### src/sv/sha_pkg.sv
`timescale 1ns / 1ps
`default_nettype none

package sha_pkg;

  // Block geometry and padding constants.
  localparam int unsigned BlockBytes = 64;
  localparam int unsigned LenPos     = 56;
  localparam int unsigned Rounds     = 64;
  localparam int unsigned HashWords  = 8;
  localparam logic [7:0]  PadByte    = 8'h80;

  // Controls from the sequencer to the message schedule window.
  typedef struct packed {
    logic        load_byte;
    logic [7:0]  byte_val;
    logic        load_len;
    logic [63:0] len_bits;
    logic        step;
    logic        expand;
  } sched_ctl_t;

  // Controls from the sequencer to the round unit.
  typedef struct packed {
    logic       init;
    logic       round;
    logic [5:0] k_index;
    logic       finalize;
    logic       restart;
  } round_ctl_t;

  function automatic logic [31:0] rotr(input logic [31:0] x, input int unsigned n);
    rotr = (x >> n) | (x << (32 - n));
  endfunction

  function automatic logic [31:0] small_sigma0(input logic [31:0] x);
    small_sigma0 = rotr(x, 7) ^ rotr(x, 18) ^ (x >> 3);
  endfunction

  function automatic logic [31:0] small_sigma1(input logic [31:0] x);
    small_sigma1 = rotr(x, 17) ^ rotr(x, 19) ^ (x >> 10);
  endfunction

  function automatic logic [31:0] big_sigma0(input logic [31:0] x);
    big_sigma0 = rotr(x, 2) ^ rotr(x, 13) ^ rotr(x, 22);
  endfunction

  function automatic logic [31:0] big_sigma1(input logic [31:0] x);
    big_sigma1 = rotr(x, 6) ^ rotr(x, 11) ^ rotr(x, 25);
  endfunction

  function automatic logic [31:0] init_hash(input logic [2:0] idx);
    case (idx)
      3'd0:    init_hash = 32'h6a09e667;
      3'd1:    init_hash = 32'hbb67ae85;
      3'd2:    init_hash = 32'h3c6ef372;
      3'd3:    init_hash = 32'ha54ff53a;
      3'd4:    init_hash = 32'h510e527f;
      3'd5:    init_hash = 32'h9b05688c;
      3'd6:    init_hash = 32'h1f83d9ab;
      default: init_hash = 32'h5be0cd19;
    endcase
  endfunction

  function automatic logic [31:0] round_k(input logic [5:0] idx);
    case (idx)
      6'd0:  round_k = 32'h428a2f98;  6'd1:  round_k = 32'h71374491;
      6'd2:  round_k = 32'hb5c0fbcf;  6'd3:  round_k = 32'he9b5dba5;
      6'd4:  round_k = 32'h3956c25b;  6'd5:  round_k = 32'h59f111f1;
      6'd6:  round_k = 32'h923f82a4;  6'd7:  round_k = 32'hab1c5ed5;
      6'd8:  round_k = 32'hd807aa98;  6'd9:  round_k = 32'h12835b01;
      6'd10: round_k = 32'h243185be;  6'd11: round_k = 32'h550c7dc3;
      6'd12: round_k = 32'h72be5d74;  6'd13: round_k = 32'h80deb1fe;
      6'd14: round_k = 32'h9bdc06a7;  6'd15: round_k = 32'hc19bf174;
      6'd16: round_k = 32'he49b69c1;  6'd17: round_k = 32'hefbe4786;
      6'd18: round_k = 32'h0fc19dc6;  6'd19: round_k = 32'h240ca1cc;
      6'd20: round_k = 32'h2de92c6f;  6'd21: round_k = 32'h4a7484aa;
      6'd22: round_k = 32'h5cb0a9dc;  6'd23: round_k = 32'h76f988da;
      6'd24: round_k = 32'h983e5152;  6'd25: round_k = 32'ha831c66d;
      6'd26: round_k = 32'hb00327c8;  6'd27: round_k = 32'hbf597fc7;
      6'd28: round_k = 32'hc6e00bf3;  6'd29: round_k = 32'hd5a79147;
      6'd30: round_k = 32'h06ca6351;  6'd31: round_k = 32'h14292967;
      6'd32: round_k = 32'h27b70a85;  6'd33: round_k = 32'h2e1b2138;
      6'd34: round_k = 32'h4d2c6dfc;  6'd35: round_k = 32'h53380d13;
      6'd36: round_k = 32'h650a7354;  6'd37: round_k = 32'h766a0abb;
      6'd38: round_k = 32'h81c2c92e;  6'd39: round_k = 32'h92722c85;
      6'd40: round_k = 32'ha2bfe8a1;  6'd41: round_k = 32'ha81a664b;
      6'd42: round_k = 32'hc24b8b70;  6'd43: round_k = 32'hc76c51a3;
      6'd44: round_k = 32'hd192e819;  6'd45: round_k = 32'hd6990624;
      6'd46: round_k = 32'hf40e3585;  6'd47: round_k = 32'h106aa070;
      6'd48: round_k = 32'h19a4c116;  6'd49: round_k = 32'h1e376c08;
      6'd50: round_k = 32'h2748774c;  6'd51: round_k = 32'h34b0bcb5;
      6'd52: round_k = 32'h391c0cb3;  6'd53: round_k = 32'h4ed8aa4a;
      6'd54: round_k = 32'h5b9cca4f;  6'd55: round_k = 32'h682e6ff3;
      6'd56: round_k = 32'h748f82ee;  6'd57: round_k = 32'h78a5636f;
      6'd58: round_k = 32'h84c87814;  6'd59: round_k = 32'h8cc70208;
      6'd60: round_k = 32'h90befffa;  6'd61: round_k = 32'ha4506ceb;
      6'd62: round_k = 32'hbef9a3f7;  default: round_k = 32'hc67178f2;
    endcase
  endfunction

endpackage

`default_nettype wire

### src/sv/sha256_hash.sv
`timescale 1ns / 1ps
`default_nettype none

// Channel   Ports                                   Direction  Item
// item      item_valid, item_stall, action,          in         byte or finish
//           data_byte
// digest    digest_valid, digest_stall,              out        one hash word
//           digest_word, word_index, last
//
// Every 64th byte adds a compression (load, 64 rounds, hash update) on the one
// shared round unit. A finish item pads one zero byte per cycle (pausing for a
// compression if the block fills), loads the length, runs one or two compressions,
// then offers eight words, one per cycle while digest_stall is low.
// Reset (synchronous, active high) restores the initial hash and clears the
// counters; item_stall is high unless idle, and a stalled word holds until taken.
module sha256_hash (
  input  logic        clk,
  input  logic        rst,
  input  logic        item_valid,
  output logic        item_stall,
  input  logic        action,
  input  logic [7:0]  data_byte,
  output logic        digest_valid,
  input  logic        digest_stall,
  output logic [31:0] digest_word,
  output logic [2:0]  word_index,
  output logic        last
);
  import sha_pkg::*;

  typedef enum logic [3:0] {
    ST_IDLE = 4'b0001,
    ST_PAD  = 4'b0010,
    ST_COMP = 4'b0100,
    ST_OUT  = 4'b1000
  } state_t;

  localparam logic [5:0] FillLast    = 6'(BlockBytes - 1);
  localparam logic [5:0] LenFill     = 6'(LenPos);
  localparam logic [6:0] StepLast    = 7'(Rounds - 1);
  localparam logic [6:0] ExpandFirst = 7'd16;
  localparam logic [6:0] RoundLast   = 7'(Rounds);
  localparam logic [6:0] FinalCnt    = 7'(Rounds + 1);
  localparam logic [2:0] WordLast    = 3'(HashWords - 1);

  state_t      state;
  state_t      ret_state;
  logic [5:0]  fill;
  logic [60:0] msg_bytes;
  logic [6:0]  cnt;
  logic [2:0]  word_idx;

  logic        item_take;
  logic        digest_take;
  sched_ctl_t  sched_ctl;
  round_ctl_t  round_ctl;
  logic [31:0] w_last;

  assign item_stall   = (state != ST_IDLE);
  assign digest_valid = (state == ST_OUT);
  assign item_take    = item_valid && !item_stall;
  assign digest_take  = digest_valid && !digest_stall;
  assign word_index   = word_idx;
  assign last         = (word_idx == WordLast);

  // Control decode: the state and the round counter steer both units.
  always_comb begin
    sched_ctl          = '0;
    round_ctl          = '0;
    sched_ctl.len_bits = {msg_bytes, 3'b000};
    unique case (state)
      ST_IDLE: begin
        if (item_take) begin
          sched_ctl.load_byte = 1'b1;
          sched_ctl.byte_val  = action ? PadByte : data_byte;
        end
      end
      ST_PAD: begin
        // Zero bytes run up to the length field, which goes in as one word pair.
        if (fill == LenFill) begin
          sched_ctl.load_len = 1'b1;
        end else begin
          sched_ctl.load_byte = 1'b1;
        end
      end
      ST_COMP: begin
        // The schedule runs one step ahead of the rounds.
        sched_ctl.step     = (cnt <= StepLast);
        sched_ctl.expand   = (cnt >= ExpandFirst);
        round_ctl.init     = (cnt == 7'd0);
        round_ctl.round    = (cnt != 7'd0) && (cnt <= RoundLast);
        round_ctl.k_index  = 6'(cnt - 7'd1);
        round_ctl.finalize = (cnt == FinalCnt);
      end
      ST_OUT: begin
        round_ctl.restart = digest_take && last;
      end
      default: begin
      end
    endcase
  end

  always_ff @(posedge clk) begin
    if (rst) begin
      state     <= ST_IDLE;
      ret_state <= ST_IDLE;
      fill      <= '0;
      msg_bytes <= '0;
      cnt       <= '0;
      word_idx  <= '0;
    end else begin
      unique case (state)
        ST_IDLE: begin
          if (item_take) begin
            fill <= fill + 6'd1;
            cnt  <= '0;
            if (!action) begin
              msg_bytes <= msg_bytes + 61'd1;
              if (fill == FillLast) begin
                state     <= ST_COMP;
                ret_state <= ST_IDLE;
              end
            end else if (fill == FillLast) begin
              // The pad byte filled the block, so it is compressed first.
              state     <= ST_COMP;
              ret_state <= ST_PAD;
            end else begin
              state <= ST_PAD;
            end
          end
        end
        ST_PAD: begin
          cnt <= '0;
          if (fill == LenFill) begin
            fill      <= '0;
            state     <= ST_COMP;
            ret_state <= ST_OUT;
          end else begin
            fill <= fill + 6'd1;
            if (fill == FillLast) begin
              state     <= ST_COMP;
              ret_state <= ST_PAD;
            end
          end
        end
        ST_COMP: begin
          if (cnt == FinalCnt) begin
            state    <= ret_state;
            word_idx <= '0;
          end else begin
            cnt <= cnt + 7'd1;
          end
        end
        ST_OUT: begin
          if (digest_take) begin
            word_idx <= word_idx + 3'd1;
            if (last) begin
              state     <= ST_IDLE;
              msg_bytes <= '0;
              fill      <= '0;
            end
          end
        end
        default: begin
          state <= ST_IDLE;
        end
      endcase
    end
  end

  sha_sched u_sched (
    .clk    (clk),
    .ctl    (sched_ctl),
    .w_last (w_last)
  );

  sha_round u_round (
    .clk         (clk),
    .rst         (rst),
    .ctl         (round_ctl),
    .w           (w_last),
    .word_sel    (word_idx),
    .digest_word (digest_word)
  );

  // An accepted item never produces a digest word in the very next cycle.
  a_no_early_digest: assert property (@(posedge clk) disable iff (rst)
    item_take |=> !digest_valid)
    else $error("digest offered right after an item was taken");

  // After the final digest word the engine is idle with fill and byte count cleared.
  a_restart_clean: assert property (@(posedge clk) disable iff (rst)
    digest_take && last |=> !item_stall && fill == 6'd0 && msg_bytes == 61'd0)
    else $error("engine not restarted after the last digest word");

  // The round counter never runs past the hash update step.
  a_cnt_bound: assert property (@(posedge clk) disable iff (rst)
    state == ST_COMP |-> cnt <= FinalCnt)
    else $error("round counter overran");

  // Input and output sides are never open together.
  a_sides_exclusive: assert property (@(posedge clk) disable iff (rst)
    !item_stall |-> !digest_valid)
    else $error("input ready while digest pending");

  // The digest is offered only with a block boundary reached.
  a_digest_fill: assert property (@(posedge clk) disable iff (rst)
    digest_valid |-> fill == 6'd0)
    else $error("digest offered with a partial block");

endmodule

`default_nettype wire

### src/sv/sha_sched.sv
`timescale 1ns / 1ps
`default_nettype none

// 512-bit window that first gathers the block bytes and then rolls the
// message schedule, one word per step. Word 0 sits at the top bits.
module sha_sched (
  input  logic              clk,
  input  sha_pkg::sched_ctl_t ctl,
  output logic [31:0]       w_last
);
  import sha_pkg::*;

  logic [511:0] window;
  logic [31:0]  w_new;
  logic [31:0]  w_in;

  always_comb begin
    w_new = window[511:480] + small_sigma0(window[479:448])
          + window[223:192] + small_sigma1(window[63:32]);
    w_in  = ctl.expand ? w_new : window[511:480];
  end

  always_ff @(posedge clk) begin
    if (ctl.load_byte) begin
      window <= {window[503:0], ctl.byte_val};
    end else if (ctl.load_len) begin
      window <= {window[447:0], ctl.len_bits};
    end else if (ctl.step) begin
      window <= {window[479:0], w_in};
    end
  end

  assign w_last = window[31:0];

endmodule

`default_nettype wire

### src/sv/sha_round.sv
`timescale 1ns / 1ps
`default_nettype none

// One compression round per cycle on the working variables, plus the
// running hash words that absorb the result at the end of each block.
module sha_round (
  input  logic                clk,
  input  logic                rst,
  input  sha_pkg::round_ctl_t ctl,
  input  logic [31:0]         w,
  input  logic [2:0]          word_sel,
  output logic [31:0]         digest_word
);
  import sha_pkg::*;

  logic [31:0] hash [HashWords];
  logic [31:0] vars [HashWords];
  logic [31:0] t1;
  logic [31:0] t2;
  logic [31:0] ch;
  logic [31:0] maj;

  always_comb begin
    ch  = (vars[4] & vars[5]) ^ (~vars[4] & vars[6]);
    maj = (vars[0] & vars[1]) ^ (vars[0] & vars[2]) ^ (vars[1] & vars[2]);
    t1  = vars[7] + big_sigma1(vars[4]) + ch + round_k(ctl.k_index) + w;
    t2  = big_sigma0(vars[0]) + maj;
  end

  always_ff @(posedge clk) begin
    if (rst || ctl.restart) begin
      for (int i = 0; i < HashWords; i++) begin
        hash[i] <= init_hash(3'(i));
      end
    end else if (ctl.finalize) begin
      for (int i = 0; i < HashWords; i++) begin
        hash[i] <= hash[i] + vars[i];
      end
    end
  end

  always_ff @(posedge clk) begin
    if (ctl.init) begin
      vars <= hash;
    end else if (ctl.round) begin
      vars[7] <= vars[6];
      vars[6] <= vars[5];
      vars[5] <= vars[4];
      vars[4] <= vars[3] + t1;
      vars[3] <= vars[2];
      vars[2] <= vars[1];
      vars[1] <= vars[0];
      vars[0] <= t1 + t2;
    end
  end

  assign digest_word = hash[word_sel];

endmodule

`default_nettype wire

### config.mk
export PLATFORM = sky130hd
export DESIGN_NAME = sha256_hash
export DESIGN_NICKNAME = d
export VERILOG_FILES = /design/src/sv/sha_pkg.sv /design/src/sv/sha256_hash.sv /design/src/sv/sha_sched.sv /design/src/sv/sha_round.sv
export SDC_FILE = /design/constraint.sdc
export NUM_CORES = 2
export LEC_CHECK = 0
export BUFFER_PORTS_ARGS = -buffer_cell sky130_fd_sc_hd__buf_2
export CORE_ASPECT_RATIO = 0.6
export CORE_MARGIN = 1.5
export CORE_UTILIZATION = 43
export CTS_CLUSTER_DIAMETER = 60
export CTS_CLUSTER_SIZE = 8
export DETAILED_ROUTE_END_ITERATION = 6
export PLACE_DENSITY = 0.71
export SETUP_SLACK_MARGIN = 0.2
export SYNTH_ARGS = -nofsm -noshare
export SYNTH_HDL_FRONTEND = slang
export SYNTH_SLANG_ARGS = --single-unit
export TNS_END_PERCENT = 1
### constraint.sdc
create_clock -name clk -period 61.1 [get_ports clk]
set_input_delay 9.165 -clock clk [delete_from_list [all_inputs] [get_ports clk]]
set_output_delay 9.165 -clock clk [all_outputs]
set_load 0.01 [all_outputs]
# Word-level counts from Yosys, hierarchy flattened
# Memory sizes are Yosys's and may differ from the RTL's.
# Index checks and enable logic that the tools add are counted.
# Widths: inputs -> output; s select.
# classes
add_sub_neg	23
n_bitwise	28
order_cmp	4
mux	50
eq_ne	16
reduce_logical	22
# op_table
op	count
$mux 512	3
$add 32x32->32	18
$mux 256	2
$xor 32x32->32	9
$mux 61	4
$and 32x32->32	5
$pmux 61 s2	1
$bmux 32 s3	1
$mux 32	3
$add 61x1->61 const B	1
$mux 4	12
$not 32->32	1
$or 10x32->32	1
$or 13x32->32	1
$or 14x32->32	1
$or 15x32->32	1
$or 19x32->32	1
$or 21x32->32	1
$or 25x32->32	1
$or 26x32->32	1
$or 30x32->32	1
$or 7x32->32	1
$xor 32x22->32	1
$xor 32x29->32	1
43 further kinds	71
# word_totals
reg_bits	1109
wordCells	167
output_inout_bits	38
mem_bits_ro	2048
n_memories	1
# memory_table
name	depth	word_bits	read_ports	rd_clocked_by_memory_dff	wr	line_no	text
(no name shown)	64	32	1	0	0	sha_pkg.sv:66	case (idx)

# Depth between registers and ports, before layout
# depth
depth_word	10
ltp_mapped	45
mapped_depth_nobuf	42

# By module
# Synthesis repeated with hierarchy kept, for this count alone.
# hier_totals
hier_cells	8347
area_unflattened_um2	80215.7
# modules_own_cells
module	cells_per_inst	n_inst	area_each_um2
sha_round	4927	1	45010.7
sha_sched	2827	1	30504.3
sha256_hash	593	1	4700.8

# Worst setup path after synthesis
# OpenSTA, ideal clock, no wires.
# synth_timing
kind	register to register
from	register state[3]
to	register u_sched.window[0] (enable)
setup_slack_ns	-1.092
stages_incl_launch_ff	7
synth_period_minus_slack_ns	62.192
required_time_ns	57.977
arrival_time_ns	59.069
cell_sequence	dfxtp_1 -> nor2_1 -> nand3b_1 -> clkbuf_1 -> clkbuf_1 -> clkbuf_1 -> o311ai_0
# synth_between
elab_chain_len	6
# synth_lines
item	line_no	text
start, declared	sha256_hash.sv:46	state_t state;
start signal, assigned	sha256_hash.sv:148	state <= ret_state;
$ne 4x1->1	sha256_hash.sv:59	assign item_stall = (state != ST_IDLE);
$logic_not 1->1	sha256_hash.sv:61	assign item_take = item_valid && !item_stall;
$logic_and 1x1->1	sha256_hash.sv:61	
$mux 9	sha256_hash.sv:73	if (item_take) begin
$pmux 1 s2	sha256_hash.sv:71	unique case (state)
$reduce_bool 3->1 (no source line) *	n/a	
end signal, assigned	sha_sched.sv:25	window <= {window[503:0], ctl.byte_val};
end signal, assigned	sha_sched.sv:27	window <= {window[447:0], ctl.len_bits};
end signal, assigned	sha_sched.sv:29	window <= {window[479:0], w_in};
end, declared	sha_sched.sv:13	logic [511:0] window;
# Every way passes the cells marked *; elsewhere a longest branch is shown, timed or not.
# A chain may end at the register's enable or synchronous reset.

# Worst setup path after layout
# layout_timing
from	register word_idx[0] (netlist: word_index[0])
to	output port digest_word[8]
# layout_between
elab_chain_len	4
# layout_lines
item	line_no	text
start, declared	sha256_hash.sv:51	logic [2:0] word_idx;
start signal, assigned	sha256_hash.sv:156	word_idx <= word_idx + 3'd1;
$not 3->4 (implied by the code)	sha_round.sv:57	assign digest_word = hash[word_sel];
$bmux 32 s3	sha_round.sv:57	
$mux 32 (implied by the code) (2 in a row)	sha_round.sv:57	
end, declared	sha256_hash.sv:25	output logic [31:0] digest_word,
# Every way passes these cells. The select of a mux whose other input is x is not followed.

==> impl_metrics.toml <==
[yosys]
synth-seq-cells = 1109
syn-cell-area_sq_mm = 0.0782
synth_area_per_cell_sq_um = 9.73
postSynthCellCount = 8042
synth_cell_types = 109
seq_area_frac_synth_pct = 38.2
yosys_warnings = 0
synth_edf_count = 768
syn_nets = 8647
async_reset_ff_share_pct = 0
ys.flop_type = "edfxtp_1"

[floorplan]
die-area_sq_mm = 0.185
std_cell_rows = 121
die_w_microns = 554
io-pin-count = 51
start_util_pct = 43.2
coreArea_sq_mm = 0.181
die_h_microns = 333

[critical_path]
cp_slowest_stage_delay_ns = 0.67
crit_path_start_kind = "flop"
crit_slowest_cell = "buf_4"
r2r_setup_slack_ns = 48.34
end_kind = "primary output"
crit_top_cell = "buf_4"
path_class = "flop to primary output"
crit_buf_inv = 3
worst_ep_arrival_time_ns = 3.65
cp_cell_sequence = "buf_4, buf_4, mux4_2, mux2_2, buf_2"
cpLargestDelayFamily = "buffers and inverters"
required_ns = 51.93
path_max_fanout = 35

[clocking]
cts_tree = "yes"
clk-insertion-delay-late_ns = 0.84
htreeDepth = 4
clkTransAtPathRegs_ns = 0.05
clk_path_buf_depth = 4
cts_resized = 0
cts_made_buffers = 166
root_buffer = "clkbuf_16"
cts_sinks = 1109
ctsHoldBuffers = 0
post-cts-setup-buffers = 0

[final_layout]
fillers = 16570
drive_above_1_share_pct = 9.10
syn_to_final_growth_pct = 8.80
fin_nets = 8453

[detailed_routing]
avgViaCountPerCell = 6.15
ant_nets = 0
dr.pass1.iters = 7
wl_per_cell_microns = 25.0
drt_wl_total_microns = 258000
drt_iter0_markers = 8800
vias = 63467
drc = 0

[power_and_ir_drop]
power.leakage_nw = 31.0
total_power_mw = 3.71
p_per_area_mw_per_mm2 = 43.6
ir_worst_vdd_mv = 0.0512

[placed_design]
place_hpwl_microns = 189000
finalWeightedCongestion = 1.00
portBuffers = 50
pre_cts_ws_ns = 47.59

[global_routing]
grt_pass1_vias = 58701
grt_overflow_total = 0
grt_pass1_wl_microns = 382000
grt_max_degree = 261
grt_util_all_layers_pct = 27.1
antenna_found_initial = 6

[flow_run]
cap_violations = 1

[sta]
finClkSkew_ns = 0.0700
hold_viol = 0
setup_ws_ns = 48.29
fin_crit_sh_pct = 21.0
fmax_ghz = 0.0781
setup_tns_ns = 0
rsz0062_at_grt = "no"
tightest_slew_ns = 1.51
slew_viol_final = 2
setup-violations-final = 0
period_needed_ns = 12.81
max_slew_margin_pct = -3.46

[outcome]
status = "complete, but fails checks"
violations = "capacitance limit, slew limit"

[hold_path]
hold_class = "flop to flop"
==> synthesized netlist by cell type (all sizes together), types with 19 or more instances <==
library cell  instances  area, sq um
nand2b               68          425
nand4                32          200
ha                  397         4970
nor3                 76          413
and3                 42          273
clkbuf              471         1770
xnor2               412         3630
mux2i               501         5010
fa                  195         3900
a21oi               502         2530
o31ai                34          265
o21ai               858         4300
a31oi                58          363
dfxtp               341         6830
a22oi                19          143
nor2b                41          257
nand2              1056         3970
o211ai              109          818
a211oi               71          538
o22ai                21          138
a21o                180         1350
xor2                194         1700
mux2                250         2820
or3                  40          250
inv                 278         1040
o311ai               23          201
edfxtp              768        23100
maj3                 22          220
mux4                 64         1440
o21a                 67          503
nand3                94          475
o21bai               29          218
nor2                403         1530
buf                  37          154
==> flip-flops by register name, indices dropped and copies added, names as in the netlist <==
name / flops
u_round.vars: 256
u_round.hash: 256
fill: 6
word_index: 3
msg_bytes: 61
u_sched.window: 512
ret_state: 4
cnt: 7
state: 4
==> area by class of cell <==
type | count | area (sq um) | share of cell area, %
diodes | 1 | 2.50 | 0.00294
multi-input cells | 6146 | 45500 | 53.5
inverters | 279 | 1050 | 1.23
repair buffers | 146 | 1060 | 1.24
clock buffers | 240 | 4550 | 5.34
clock inverters | 6 | 62.6 | 0.0735
well taps | 2398 | 3000 | 3.52
flip-flops and latches | 1109 | 29900 | 35.1
==> cell families (layout without fill, tap and decap cells) <==
group	after synthesis	after routing	share of synthesized area (%)
AO/OA/AOI/OAI	2154	2154	16.7
AND/OR/NAND/NOR	1957	1957	11.0
flip-flops	1109	1109	38.2
multiplexers	815	815	11.9
buffers and inverters	787	671	3.80
adder cells (fa/ha/maj)	614	614	11.6
XOR/XNOR	606	606	6.81
other	0	1	0
==> per-stage QoR <==
step | hold slack, ns | area (sq um) | std cells | utilization, %
after detailed placement | 0.445 | 80500 | 10078 | 44.5
final | 0.452 | 85100 | 10325 | 47.0
after global routing | 0.470 | 85100 | 10324 | 47.0
after floorplan | 0.423 | 78200 | 8042 | -
after CTS | 0.451 | 85100 | 10324 | 47.0
after global placement | 0.437 | 80500 | 10078 | 44.5
==> power by group <==
part	leakage, nW	switching (mW)	internal [mW]
sequential	10.0	0.128	0.971
clock	2.22	0.346	0.507
combinational	18.8	1.04	0.724
total	31.0	1.51	2.20
==> cells in the final DEF, fill, tap and decap left out, types with 70 or more instances in the layout <==
cell / Yosys / final
a211oi_1: 70 / 70
a21o_1: 180 / 180
a21oi_1: 498 / 497
buf_4: 0 / 89
clkbuf_16: 0 / 171
dfxtp_1: 341 / 338
edfxtp_1: 768 / 768
fa_1: 195 / 195
ha_1: 397 / 397
inv_1: 278 / 278
mux2_2: 250 / 250
mux2i_1: 501 / 501
nand2_1: 1055 / 1052
nand3_1: 93 / 93
nor2_1: 400 / 393
nor3_1: 72 / 72
o211ai_1: 109 / 109
o21ai_0: 843 / 843
xnor2_1: 411 / 409
xor2_1: 194 / 193
==> worst register-to-register path, delay by kind of cell (launching register included) <==
| family | cells | cell delay (ns) |
|---|---|---|
| compound gates | 14 | 3.67 |
| fa+ha+maj | 8 | 3.59 |
| simple gates | 12 | 2.73 |
| buf+inv | 7 | 1.57 |
| xor+xnor | 2 | 0.57 |
| flops | 1 | 0.38 |
==> per-layer routing <==
layer	routed length, microns	share of wire (%)	vias up	GRT usage (%)
met5	7	0.0027	-	0
met4	4070	1.6	2	4.69
met3	39000	15	310	10.3
met2	95400	37	3394	34.0
met1	119000	46	31034	42.9
li1	-	-	28727	-
==> final timing paths <==
kind	from	to	cells past startpoint
worst max register to register	state[0]	u_round.vars[253]	43
worst max-delay path	word_index[0]	digest_word[8]	5
worst min register to register	ret_state[0]	ret_state[0]	2
worst min-delay path	ret_state[0]	ret_state[0]	2
(Power assumes the default switching activity.)
